## src/rtl/srs_pkg.sv

```systemverilog
// shared types, constants and codes for the segmented range splitter
package srs_pkg;

  localparam int unsigned MAX_SEGMENTS_DEF = 16;
  localparam int unsigned OFFSET_BITS_DEF  = 24;

  localparam int unsigned CMD_W    = 2;
  localparam int unsigned FIELD_W  = 24;
  localparam int unsigned ID_W     = 4;
  localparam int unsigned STATUS_W = 2;

  typedef enum logic [CMD_W-1:0] {
    CMD_CLEAR  = 2'd0,
    CMD_APPEND = 2'd1,
    CMD_SPLIT  = 2'd2
  } srs_cmd_e;

  typedef enum logic [STATUS_W-1:0] {
    ST_OK    = 2'd0,
    ST_RANGE = 2'd1,
    ST_FULL  = 2'd2,
    ST_ZERO  = 2'd3
  } srs_status_e;

  typedef enum logic [2:0] {
    S_IDLE,
    S_CHECK,
    S_RESP,
    S_BASE,
    S_LEFT,
    S_RIGHT,
    S_CHUNK
  } srs_state_e;

  typedef enum logic [2:0] {
    IDX_HOLD,
    IDX_LOAD_C,
    IDX_ZERO,
    IDX_DEC,
    IDX_INC
  } srs_idx_op_e;

  typedef struct packed {
    logic [CMD_W-1:0]   command;
    logic [FIELD_W-1:0] segment_size;
    logic [FIELD_W-1:0] start_offset;
    logic [FIELD_W-1:0] request_length;
  } srs_in_t;

  typedef struct packed {
    logic [ID_W-1:0]     segment_id;
    logic [FIELD_W-1:0]  local_offset;
    logic [FIELD_W-1:0]  chunk_length;
    logic [STATUS_W-1:0] status;
    logic                last;
  } srs_out_t;

  // controller to datapath
  typedef struct packed {
    logic        req_ld;
    logic        tbl_clear;
    logic        tbl_append;
    logic        split_init;
    srs_idx_op_e idx_op;
    logic        cache_ld;
    logic        rd_en;
    logic        rd_prev;
    logic        start_ld;
    logic        start_clr;
    logic        adv;
    logic        out_ld;
    logic        out_chunk;
    srs_status_e resp_status;
  } srs_ctl_t;

  // datapath to controller
  typedef struct packed {
    logic [CMD_W-1:0] command;
    logic             size_zero;
    logic             no_room;
    logic             len_zero;
    logic             range_err;
    logic             c_zero;
    logic             idx_one;
    logic             off_ge_rd;
    logic             take;
    logic             out_free;
  } srs_sts_t;

endpackage

```

## src/rtl/segmented_range_splitter.sv

```systemverilog
// segmented range splitter top level: controller plus datapath
// clear, append and rejected or empty requests give one result record, and the next transaction
// is taken only once that result is loaded; split: the search starts from the cached segment
// and walks left or right one segment at a time until it reaches the segment that holds the
// start offset; then one chunk per unstalled cycle
// reset clears segment count, total and cache; table contents are left unwritten
module segmented_range_splitter
  import srs_pkg::*;
#(
  parameter int unsigned MAX_SEGMENTS = MAX_SEGMENTS_DEF,
  parameter int unsigned OFFSET_BITS  = OFFSET_BITS_DEF
) (
  input  logic     clk_i,
  input  logic     rst_ni,
  input  logic     in_valid_i,
  output logic     in_stall_o,
  input  srs_in_t  in_data_i,
  output logic     out_valid_o,
  input  logic     out_stall_i,
  output srs_out_t out_data_o
);

  srs_ctl_t ctl;
  srs_sts_t sts;

  srs_ctrl u_ctrl (
    .clk_i     (clk_i),
    .rst_ni    (rst_ni),
    .in_valid_i(in_valid_i),
    .in_stall_o(in_stall_o),
    .sts_i     (sts),
    .ctl_o     (ctl)
  );

  srs_dp #(
    .MAX_SEGMENTS(MAX_SEGMENTS),
    .OFFSET_BITS (OFFSET_BITS)
  ) u_dp (
    .clk_i      (clk_i),
    .rst_ni     (rst_ni),
    .in_data_i  (in_data_i),
    .out_stall_i(out_stall_i),
    .out_valid_o(out_valid_o),
    .out_data_o (out_data_o),
    .ctl_i      (ctl),
    .sts_o      (sts)
  );

endmodule

```

## src/rtl/srs_ram.sv

```systemverilog
// generic single write port, single read port ram with registered read
module srs_ram #(
  parameter int unsigned WIDTH = 24,
  parameter int unsigned DEPTH = 16
) (
  input  logic                     clk_i,
  input  logic                     we_i,
  input  logic [$clog2(DEPTH)-1:0] waddr_i,
  input  logic [WIDTH-1:0]         wdata_i,
  input  logic                     re_i,
  input  logic [$clog2(DEPTH)-1:0] raddr_i,
  output logic [WIDTH-1:0]         rdata_o
);

  logic [WIDTH-1:0] mem_q [DEPTH];
  logic [WIDTH-1:0] rdata_q;

  always_ff @(posedge clk_i) begin
    if (we_i) begin
      mem_q[waddr_i] <= wdata_i;
    end
    if (re_i) begin
      rdata_q <= mem_q[raddr_i];
    end
  end

  assign rdata_o = rdata_q;

endmodule

```

## src/rtl/srs_ctrl.sv

```systemverilog
// controller state machine: command decode, segment search and chunk sequencing
module srs_ctrl
  import srs_pkg::*;
(
  input  logic     clk_i,
  input  logic     rst_ni,
  input  logic     in_valid_i,
  output logic     in_stall_o,
  input  srs_sts_t sts_i,
  output srs_ctl_t ctl_o
);

  srs_state_e  state_q, state_d;
  srs_status_e resp_q, resp_d;
  srs_status_e st;
  logic        respond;

  always_ff @(posedge clk_i or negedge rst_ni) begin
    if (!rst_ni) begin
      state_q <= S_IDLE;
      resp_q  <= ST_OK;
    end else begin
      state_q <= state_d;
      resp_q  <= resp_d;
    end
  end

  assign in_stall_o = (state_q != S_IDLE);

  always_comb begin
    state_d = state_q;
    resp_d  = resp_q;
    st      = ST_OK;
    respond = 1'b0;
    ctl_o   = '0;
    ctl_o.idx_op      = IDX_HOLD;
    ctl_o.resp_status = ST_OK;

    case (state_q)
      S_IDLE: begin
        if (in_valid_i) begin
          ctl_o.req_ld = 1'b1;
          state_d      = S_CHECK;
        end
      end

      S_CHECK: begin
        case (sts_i.command)
          CMD_CLEAR: begin
            ctl_o.tbl_clear = 1'b1;
            respond         = 1'b1;
          end
          CMD_APPEND: begin
            respond = 1'b1;
            if (sts_i.size_zero) begin
              st = ST_ZERO;
            end else if (sts_i.no_room) begin
              st = ST_FULL;
            end else begin
              ctl_o.tbl_append = 1'b1;
            end
          end
          CMD_SPLIT: begin
            if (sts_i.len_zero) begin
              respond = 1'b1;
            end else if (sts_i.range_err) begin
              respond = 1'b1;
              st      = ST_RANGE;
            end else begin
              ctl_o.split_init = 1'b1;
              ctl_o.rd_en      = 1'b1;
              if (sts_i.c_zero) begin
                ctl_o.idx_op = IDX_ZERO;
                state_d      = S_RIGHT;
              end else begin
                // fetch the start of the cached segment first
                ctl_o.idx_op  = IDX_LOAD_C;
                ctl_o.rd_prev = 1'b1;
                state_d       = S_BASE;
              end
            end
          end
          default: begin
            respond = 1'b1;
            st      = ST_RANGE;
          end
        endcase
        if (respond) begin
          resp_d = st;
          if (sts_i.out_free) begin
            ctl_o.out_ld      = 1'b1;
            ctl_o.resp_status = st;
            state_d           = S_IDLE;
          end else begin
            state_d = S_RESP;
          end
        end
      end

      S_RESP: begin
        if (sts_i.out_free) begin
          ctl_o.out_ld      = 1'b1;
          ctl_o.resp_status = resp_q;
          state_d           = S_IDLE;
        end
      end

      S_BASE: begin
        if (sts_i.off_ge_rd) begin
          ctl_o.start_ld = 1'b1;
          ctl_o.rd_en    = 1'b1;
          state_d        = S_RIGHT;
        end else if (sts_i.idx_one) begin
          ctl_o.idx_op    = IDX_ZERO;
          ctl_o.start_clr = 1'b1;
          ctl_o.rd_en     = 1'b1;
          ctl_o.cache_ld  = 1'b1;
          state_d         = S_CHUNK;
        end else begin
          ctl_o.idx_op  = IDX_DEC;
          ctl_o.rd_en   = 1'b1;
          ctl_o.rd_prev = 1'b1;
          state_d       = S_LEFT;
        end
      end

      S_LEFT: begin
        if (sts_i.off_ge_rd) begin
          ctl_o.start_ld = 1'b1;
          ctl_o.rd_en    = 1'b1;
          ctl_o.cache_ld = 1'b1;
          state_d        = S_CHUNK;
        end else if (sts_i.idx_one) begin
          ctl_o.idx_op    = IDX_ZERO;
          ctl_o.start_clr = 1'b1;
          ctl_o.rd_en     = 1'b1;
          ctl_o.cache_ld  = 1'b1;
          state_d         = S_CHUNK;
        end else begin
          ctl_o.idx_op  = IDX_DEC;
          ctl_o.rd_en   = 1'b1;
          ctl_o.rd_prev = 1'b1;
        end
      end

      S_RIGHT: begin
        if (!sts_i.off_ge_rd) begin
          // read data already holds the end of the hit segment
          ctl_o.cache_ld = 1'b1;
          state_d        = S_CHUNK;
        end else begin
          ctl_o.start_ld = 1'b1;
          ctl_o.idx_op   = IDX_INC;
          ctl_o.rd_en    = 1'b1;
        end
      end

      S_CHUNK: begin
        if (sts_i.out_free) begin
          ctl_o.out_ld    = 1'b1;
          ctl_o.out_chunk = 1'b1;
          if (sts_i.take) begin
            state_d = S_IDLE;
          end else begin
            ctl_o.adv    = 1'b1;
            ctl_o.idx_op = IDX_INC;
            ctl_o.rd_en  = 1'b1;
          end
        end
      end

      default: begin
        state_d = S_IDLE;
      end
    endcase
  end

endmodule

```

## src/rtl/srs_dp.sv

```systemverilog
// datapath: request register, segment end table, search and chunk arithmetic, output register
module srs_dp
  import srs_pkg::*;
#(
  parameter int unsigned MAX_SEGMENTS = MAX_SEGMENTS_DEF,
  parameter int unsigned OFFSET_BITS  = OFFSET_BITS_DEF
) (
  input  logic     clk_i,
  input  logic     rst_ni,
  input  srs_in_t  in_data_i,
  input  logic     out_stall_i,
  output logic     out_valid_o,
  output srs_out_t out_data_o,
  input  srs_ctl_t ctl_i,
  output srs_sts_t sts_o
);

  localparam int unsigned IDX_W = $clog2(MAX_SEGMENTS);
  localparam int unsigned CNT_W = $clog2(MAX_SEGMENTS + 1);
  localparam int unsigned SUM_W = ((OFFSET_BITS > FIELD_W) ? OFFSET_BITS : FIELD_W) + 1;

  srs_in_t                req_q;
  logic [CNT_W-1:0]       count_q;
  logic [OFFSET_BITS-1:0] total_q;
  logic [IDX_W-1:0]       cache_q;
  logic [IDX_W-1:0]       idx_q, idx_d;
  logic [OFFSET_BITS-1:0] start_q, pos_q, rem_q;
  srs_out_t               out_q;
  logic                   out_valid_q;

  logic [IDX_W-1:0]       c_eff;
  logic [SUM_W-1:0]       app_sum, rng_sum;
  logic [OFFSET_BITS-1:0] rdata, avail, chunk, local_off;
  logic [IDX_W-1:0]       raddr, waddr;
  logic                   take, out_free;

  srs_ram #(
    .WIDTH(OFFSET_BITS),
    .DEPTH(MAX_SEGMENTS)
  ) u_end_ram (
    .clk_i  (clk_i),
    .we_i   (ctl_i.tbl_append),
    .waddr_i(waddr),
    .wdata_i(app_sum[OFFSET_BITS-1:0]),
    .re_i   (ctl_i.rd_en),
    .raddr_i(raddr),
    .rdata_o(rdata)
  );

  assign waddr = count_q[IDX_W-1:0];

  // a stale cache beyond the table falls back to the first segment
  assign c_eff = (CNT_W'(cache_q) >= count_q) ? '0 : cache_q;

  assign app_sum = SUM_W'(total_q) + SUM_W'(req_q.segment_size);
  assign rng_sum = SUM_W'(req_q.start_offset) + SUM_W'(req_q.request_length);

  always_comb begin
    case (ctl_i.idx_op)
      IDX_HOLD:   idx_d = idx_q;
      IDX_LOAD_C: idx_d = c_eff;
      IDX_ZERO:   idx_d = '0;
      IDX_DEC:    idx_d = idx_q - IDX_W'(1);
      IDX_INC:    idx_d = idx_q + IDX_W'(1);
      default:    idx_d = idx_q;
    endcase
  end

  assign raddr = ctl_i.rd_prev ? (idx_d - IDX_W'(1)) : idx_d;

  // rdata holds the end of the current segment while chunking
  assign avail     = rdata - pos_q;
  assign take      = (rem_q <= avail);
  assign chunk     = take ? rem_q : avail;
  assign local_off = pos_q - start_q;
  assign out_free  = !out_valid_q || !out_stall_i;

  always_comb begin
    sts_o           = '0;
    sts_o.command   = req_q.command;
    sts_o.size_zero = (req_q.segment_size == '0);
    sts_o.no_room   = (count_q == CNT_W'(MAX_SEGMENTS)) || (|app_sum[SUM_W-1:OFFSET_BITS]);
    sts_o.len_zero  = (req_q.request_length == '0);
    sts_o.range_err = (rng_sum > SUM_W'(total_q));
    sts_o.c_zero    = (c_eff == '0);
    sts_o.idx_one   = (idx_q == IDX_W'(1));
    sts_o.off_ge_rd = (pos_q >= rdata);
    sts_o.take      = take;
    sts_o.out_free  = out_free;
  end

  always_ff @(posedge clk_i or negedge rst_ni) begin
    if (!rst_ni) begin
      count_q     <= '0;
      total_q     <= '0;
      cache_q     <= '0;
      out_valid_q <= 1'b0;
    end else begin
      if (ctl_i.tbl_clear) begin
        count_q <= '0;
        total_q <= '0;
        cache_q <= '0;
      end else begin
        if (ctl_i.tbl_append) begin
          count_q <= count_q + CNT_W'(1);
          total_q <= app_sum[OFFSET_BITS-1:0];
        end
        if (ctl_i.cache_ld) begin
          cache_q <= idx_d;
        end
      end
      if (ctl_i.out_ld) begin
        out_valid_q <= 1'b1;
      end else if (!out_stall_i) begin
        out_valid_q <= 1'b0;
      end
    end
  end

  always_ff @(posedge clk_i) begin
    if (ctl_i.req_ld) begin
      req_q <= in_data_i;
    end
    idx_q <= idx_d;
    if (ctl_i.split_init || ctl_i.start_clr) begin
      start_q <= '0;
    end else if (ctl_i.start_ld || ctl_i.adv) begin
      start_q <= rdata;
    end
    if (ctl_i.split_init) begin
      pos_q <= OFFSET_BITS'(req_q.start_offset);
      rem_q <= OFFSET_BITS'(req_q.request_length);
    end else if (ctl_i.adv) begin
      pos_q <= rdata;
      rem_q <= rem_q - avail;
    end
    if (ctl_i.out_ld) begin
      if (ctl_i.out_chunk) begin
        out_q.segment_id   <= ID_W'(idx_q);
        out_q.local_offset <= FIELD_W'(local_off);
        out_q.chunk_length <= FIELD_W'(chunk);
        out_q.status       <= ST_OK;
        out_q.last         <= take;
      end else begin
        out_q.segment_id   <= '0;
        out_q.local_offset <= '0;
        out_q.chunk_length <= '0;
        out_q.status       <= ctl_i.resp_status;
        out_q.last         <= 1'b1;
      end
    end
  end

  assign out_valid_o = out_valid_q;
  assign out_data_o  = out_q;

endmodule
```

## config.mk

```make
export PLATFORM = sky130hd
export DESIGN_NAME = segmented_range_splitter
export DESIGN_NICKNAME = d
export VERILOG_FILES = /design/src/rtl/srs_pkg.sv /design/src/rtl/segmented_range_splitter.sv /design/src/rtl/srs_ram.sv /design/src/rtl/srs_ctrl.sv /design/src/rtl/srs_dp.sv
export SDC_FILE = /design/constraint.sdc
export NUM_CORES = 1
export LEC_CHECK = 0
export BUFFER_PORTS_ARGS = -buffer_cell sky130_fd_sc_hd__buf_2
export CAP_MARGIN = 40
export CORE_UTILIZATION = 40
export CTS_BUF_LIST = sky130_fd_sc_hd__clkbuf_8
export CTS_CLUSTER_SIZE = 14
export DETAILED_ROUTE_END_ITERATION = 6
export MAX_ROUTING_LAYER = met4
export SYNTH_ARGS = -nofsm -noshare
export SYNTH_HDL_FRONTEND = slang
export SYNTH_SLANG_ARGS = --single-unit
export TNS_END_PERCENT = 1
```

## constraint.sdc

```tcl
create_clock -name clk_i -period 8.7 [get_ports clk_i]
set_input_delay 2.175 -clock clk_i [delete_from_list [all_inputs] [get_ports clk_i]]
set_output_delay 2.175 -clock clk_i [all_outputs]
set_load 0.02 [all_outputs]
```

==> results.cfg, run 1 <==
[sta]
skew_ns = 0.05976
post-route-min-period_ns = 8.376
tightest_slew_ns = 0.9598
rsz0062_at_grt = false
hold_violations = 0
fin_setup_tns_ns = 0
finalSetupViolCount = 0
finalCritPeriodShare = 0.9627
fmax_ghz = 0.1194
relSlewSlack = 0.3578
drv_slew = 0

[yosys]
avgSynthCellArea_um2 = 14.23
synth_simple_gate_area_frac = 0.07194
ys.warnings.count = 0
synth_area_leaders = edfxtp_1 56%, mux4_2 6.7%, ha_1 6.2%
syn_nets = 2433
synth_seq_area_share = 0.6116
yosys.area_share.xor_xnor = 0.02832
synth_compound_area_frac = 0.07470
synth_cells = 2195
synth-async-reset-ratio = 0.05982
synth_seq_cells = 652
synth_fa_ha_area_frac = 0.06529
synthTopCellsByCount = 585 x edfxtp_1, 156 x inv_1, 155 x ha_1, 118 x nor2_1, 109 x nand2_1
synth_top_family_by_area = multiplexers
yosys-mux-area-fraction = 0.1162
synth_largest_area_cell = edfxtp_1
synth_edf_count = 585
syn_area_mm2 = 0.03124
ys_types = 79
synth_ff_type = edfxtp_1
yosysMostFrequentCell = edfxtp_1
synth_top_area_frac = 0.5624

[detailed_routing]
drtPass1Iterations = 5
via_count = 19440
drc = 0
vias_per_cell = 5.426
drtIter0Drc = 1453
wl_per_cell_um = 22.78
ant_nets = 0
wirelength_mm = 81.62

[placed_design]
gp_congestion = 0.9606
io_buffers = 134
place_area_mm2 = 0.03371
hpwl_mm = 54.87

[run]
drv_cap = 0

[power_and_ir_drop]
swShare = 0.3884
p_leak_nw = 13.92
clkPwrFrac = 0.173
ir_drop_v = 0.0004319
sequentialPowerShare = 0.327
p_int_w = 0.009379
power_density_mw_per_mm2 = 426.1
combPwrFrac = 0.499
switchingPower_w = 0.005956

[clock_tree]
hold_buffers = 0
clk_latency_ns = 0.75
numCtsBuffers = 108
cts_tree = built
cts_max_level = 3
root_buffer = clkbuf_8
clkSinkCount = 652
clockBufferDepth = 3
clkTransAtPathRegs_ns = 0.06

[hold_path]
hp-class = reg -> reg

[global_routing]
grt_overflow = 0
grt_first_pass_wirelength_mm = 121.1
grt_max_degree = 93
grt_util_all_layers = 0.2133
grt_pass1_vias = 19760
grt_antenna_before_repair = 0

[worst_setup_path]
cp-start-kind = register
cpMaxStageDelayCell = or4_4
end_kind = register
critical_path_required_ns = 9.13
crit_arrival_ns = 8.80
cp_max_fo = 10
critical_path_class = reg -> reg
slowest_delay_ns = 0.54

[status]
outcome = completed

[layout]
n_fill_cell = 6734
area_growth_pct = 15.22
fin_area_mm2 = 0.03599
n_antenna_cell = 0
layout-drive-gt1-share = 0.2182
final_nets = 2701

[floorplan]
dieArea_mm2 = 0.07921
rows = 102
dieWidth_um = 281.5
coreArea_mm2 = 0.07734
boundaryPins = 135
start_util = 0.4039
die_y_um = 281.5
state kept, by name (all words and copies together) (netlist names):
register,flops
u_dp.start_q,24
u_ctrl.state_q,3
u_dp.sts_o,2
u_dp.total_q,24
u_dp.pos_q,24
u_dp.idx_q,4
u_dp.u_end_ram.rdata_o,24
u_dp.u_end_ram.mem_q,384
u_dp.cache_q,4
u_dp.count_q,5
u_dp.out_valid_o,1
u_dp.req_q,72
u_dp.out_data_o,55
u_ctrl.resp_q,2
u_dp.rem_q,24
layout make-up:
type | instances | area, um^2 | area share
sequential | 652 | 19100 | 0.5308
multi-input combinational | 1318 | 11310 | 0.3142
timing repair buffer | 226 | 1574 | 0.04373
clock buffer | 113 | 1555 | 0.04321
tap | 1040 | 1301 | 0.03615
inverter | 157 | 589.3 | 0.01637
clock inverter | 77 | 560.5 | 0.01557
stage by stage:
stage               power [W]  setup WS (ns)  hold slack (ns)  instances    util
floorplan             0.01044          1.094           0.4499       2195       -
global placement      0.01226         0.1107           0.4609       3359  0.4327
detailed placement    0.01259        0.01157           0.4656       3381  0.4359
CTS                   0.01531        0.09417           0.4799       3571  0.4633
global route          0.01632        0.02289           0.5021       3583  0.4654
finish                0.01533         0.3242           0.4784       3583  0.4654
critical path, delay by kind of cell, from the launching register on:
| kind | cells | cell delay, ns |
|---|---|---|
| adder cells (fa/ha/maj) | 2 | 0.74 |
| flip-flops | 1 | 0.53 |
| AO/OA/AOI/OAI | 14 | 2.83 |
| AND/OR/NAND/NOR | 7 | 2.10 |
| multiplexers | 3 | 0.86 |
| buffers and inverters | 4 | 0.63 |
| XOR/XNOR | 2 | 0.38 |
what timing repair did:
action / 4_1_cts / 5_1_grt
cloned: 0 / 1
buffers inserted: 0 / 10
hold endpoints to repair: 0 / 0
resized for setup: 1 / 7
pin swaps: 0 / 4
setup endpoints to repair: 1 / 22
cells by family (layout without fill, tap and decap cells):
logic type                 Yosys count  in the layout
and+or+nand+nor                    460            460
adders and majority gates          160            160
DFF                                652            652
muxes                              236            236
AOI/OAI and AO/OA                  364            364
xor gates and xnor gates            98             98
buffers and inverters              225            573
cell usage in the layout (no fill, tap or decap), types with 13 or more instances in the layout:
master / count
a21o_1: 67
a21oi_1: 93
and2_1: 18
buf_2: 136
buf_4: 72
clkbuf_8: 113
clkinv_1: 19
clkinv_2: 21
dfrtp_1: 39
dfxtp_1: 28
edfxtp_1: 585
ha_1: 155
inv_1: 179
mux2_2: 31
mux2i_1: 106
mux4_2: 93
nand2_1: 108
nand2b_1: 17
nand3_1: 36
nand4_1: 17
nor2_1: 106
nor2b_1: 17
nor3_1: 53
nor4_1: 15
o21ai_0: 88
o21bai_1: 15
or3_1: 13
xnor2_1: 61
xor2_1: 33
per-layer routing:
layer  vias up  share of wire  GRT usage
li1       8911              -          -
met5         -              0          -
met3       146          0.057    0.02950
met4         0          0.033    0.07971
met2       638           0.50     0.3596
met1      9748           0.41     0.2606
power groups by stage:
stage | combinational [W] | sequential [W] | clock [W]
floorplan | 0.00543 | 0.00500 | 0
global placement | 0.00717 | 0.00509 | 0
detailed placement | 0.00752 | 0.00507 | 0
CTS | 0.00756 | 0.00501 | 0.00274
global route | 0.00840 | 0.00505 | 0.00287
finish | 0.00766 | 0.00502 | 0.00266
path summary, 6_finish.rpt:
kind | start | endpoint | slack [ns] | cells past startpoint
hold reg to reg | u_ctrl.resp_q[0] | u_ctrl.resp_q[0] | 0.48 | 1
setup / recovery | u_dp.u_end_ram.rdata_o[1] | u_dp.u_end_ram.rdata_o[0] | 0.32 | 32
hold / removal | u_ctrl.resp_q[0] | u_ctrl.resp_q[0] | 0.48 | 1
min in group asynchronous | rst_ni | u_dp.count_q[0] | 1.40 | 1
max in group asynchronous | rst_ni | u_dp.total_q[17] | 6.79 | 2
setup reg to reg | u_dp.u_end_ram.rdata_o[1] | u_dp.u_end_ram.rdata_o[0] | 0.32 | 32
Note: power is estimated with default switching activity, not from simulation.
==> inputs of run 2 (changes only) <==
--- a/config.mk
+++ b/config.mk
@@ -7,11 +7,13 @@
 export LEC_CHECK = 0
 export BUFFER_PORTS_ARGS = -buffer_cell sky130_fd_sc_hd__buf_2
 export CAP_MARGIN = 40
-export CORE_UTILIZATION = 40
+export CORE_ASPECT_RATIO = 1.4
+export CORE_UTILIZATION = 25
 export CTS_BUF_LIST = sky130_fd_sc_hd__clkbuf_8
 export CTS_CLUSTER_SIZE = 14
 export DETAILED_ROUTE_END_ITERATION = 6
 export MAX_ROUTING_LAYER = met4
+export REMOVE_ABC_BUFFERS = 1
 export SYNTH_ARGS = -nofsm -noshare
 export SYNTH_HDL_FRONTEND = slang
 export SYNTH_SLANG_ARGS = --single-unit
==> results.cfg, run 2 (synthesized netlist as in run 1, its figures left out) <==
[sta]
tightest_slew_ns = 0.8365
drv_slew = 0
post-route-min-period_ns = 8.287
relSlewSlack = 0.4424
fin_setup_tns_ns = 0
finalCritPeriodShare = 0.9525
hold_violations = 0
worst_slack_ns = 0.4133
finalSetupViolCount = 0
skew_ns = 0.06309
fmax_ghz = 0.1207

[worst_setup_path]
cpMaxStageDelayCell = or4_4
cp_top_family = compound AO/OA/AOI/OAI gates
critical_path_required_ns = 9.17
slowest_delay_ns = 0.54
end_kind = register
critical_path_class = reg -> reg
crit_arrival_ns = 8.76
cp_num_buf_inv = 3
cp-start-kind = register
cp_max_fo = 12

[layout]
largest_reg_flops = 384
layout_commonest_cell = edfxtp_1
final_nets = 2690
layout-drive-gt1-share = 0.2156
regMostFlops = u_dp.u_end_ram.mem_q
fin_cells = 4168
most-common-layout-cells = 585 x edfxtp_1, 177 x inv_1, 155 x ha_1
area_growth_pct = 17.65
fin_area_mm2 = 0.03675

[detailed_routing]
vias_per_cell = 4.604
drtPass1Iterations = 5
ant_nets = 0
wirelength_mm = 86.65
drc = 0
via_count = 19190
wl_per_cell_um = 20.79
drtIter0Drc = 1447

[clock_tree]
root_buffer = clkbuf_8
clkTransAtPathRegs_ns = 0.07
cts_tree = built
numCtsBuffers = 98
clk_latency_ns = 0.79
clkSinkCount = 652
cts_max_level = 3
clockBufferDepth = 3

[run]
drv_cap = 0

[placed_design]
place_area_mm2 = 0.03444
dp_cells = 3970
io_buffers = 134
hpwl_mm = 60.00
dp_slack_ns = 0.3037
gp_congestion = 0.8739

[global_routing]
grt_util_all_layers = 0.1402
grt_max_degree = 56
grt_pass1_vias = 19510
grt_overflow = 0
grt_first_pass_wirelength_mm = 126.6
grt_antenna_before_repair = 8

[floorplan]
die_y_um = 420.2
boundaryPins = 135
rows = 153
dieWidth_um = 300.7
start_util = 0.2518
coreArea_mm2 = 0.1240
dieArea_mm2 = 0.1264

[power_and_ir_drop]
power_density_mw_per_mm2 = 421.7
p_leak_nw = 13.90
ir_drop_v = 0.0002997
power.total_w = 0.01550

[hold_path]
hp-class = reg -> reg

[status]
outcome = completed
-- run 2: changes by cell type in the layout (fill, tap and decap cells not counted), moves of 4 or more --
cell and delta:
buf_4 +6, bufinv_16 +7, clkbuf_8 -8, clkinv_2 -5, diode_2 +4
-- run 2: cell type report --
cell class / instances / area (um^2)
antenna: 4 / 10.01
tap: 1627 / 2036
clock inverter: 80 / 760.7
inverter: 157 / 589.3
multi-input combinational: 1318 / 11300
clock buffer: 105 / 1445
timing repair buffer: 225 / 1506
sequential: 652 / 19100
fill: 12410 / 87300
-- run 2: path summary, 6_finish.rpt --
check	from	to	slack [ns]	cells past startpoint
setup / recovery	u_dp.u_end_ram.rdata_o[1]	u_dp.u_end_ram.rdata_o[0]	0.41	31
hold / removal	u_ctrl.resp_q[0]	u_ctrl.resp_q[0]	0.48	1
setup reg to reg	u_dp.u_end_ram.rdata_o[1]	u_dp.u_end_ram.rdata_o[0]	0.41	31
hold reg to reg	u_ctrl.resp_q[0]	u_ctrl.resp_q[0]	0.48	1
max in group asynchronous	rst_ni	u_dp.total_q[17]	6.63	2
min in group asynchronous	rst_ni	u_dp.count_q[1]	1.52	2
-- run 2: routing by layer --
| metal | vias to the layer above | routed length, um | GRT usage |
|---|---|---|---|
| met5 | - | 0 | - |
| met4 | 0 | 2631 | 0.04921 |
| met3 | 126 | 4390 | 0.02203 |
| met2 | 561 | 45120 | 0.2484 |
| met1 | 9614 | 34510 | 0.1592 |
| li1 | 8890 | - | - |
-- run 2: worst register-to-register path: cells and delay by family, from the launching register on --
kind                     cells  cell delay (ns)
AO/OA/AOI/OAI               15             3.22
AND/OR/NAND/NOR              5             1.41
multiplexers                 4             1.29
adder cells (fa/ha/maj)      2             0.72
buffers and inverters        3             0.55
flip-flops                   1             0.45
XOR/XNOR                     2             0.37
-- run 2: report_power, final --
part           switching, W  internal, W  total [W]
clock               0.00127      0.00155    0.00283
sequential         0.000386      0.00463    0.00501
combinational       0.00437      0.00329    0.00766
-- run 2: what timing repair did --
| action | in CTS | in global routing |
|---|---|---|
| setup endpoints to repair | 0 | 24 |
| gates resized for setup | 0 | 4 |
| buffers inserted | 0 | 8 |
| hold buffers | 0 | 0 |
-- run 2: stage by stage --
stage	hold slack (ns)	util
floorplan	0.4499	-
global placement	0.4637	0.2763
detailed placement	0.4698	0.2776
CTS	0.4837	0.2954
global route	0.5148	0.2963
finish	0.4829	0.2963
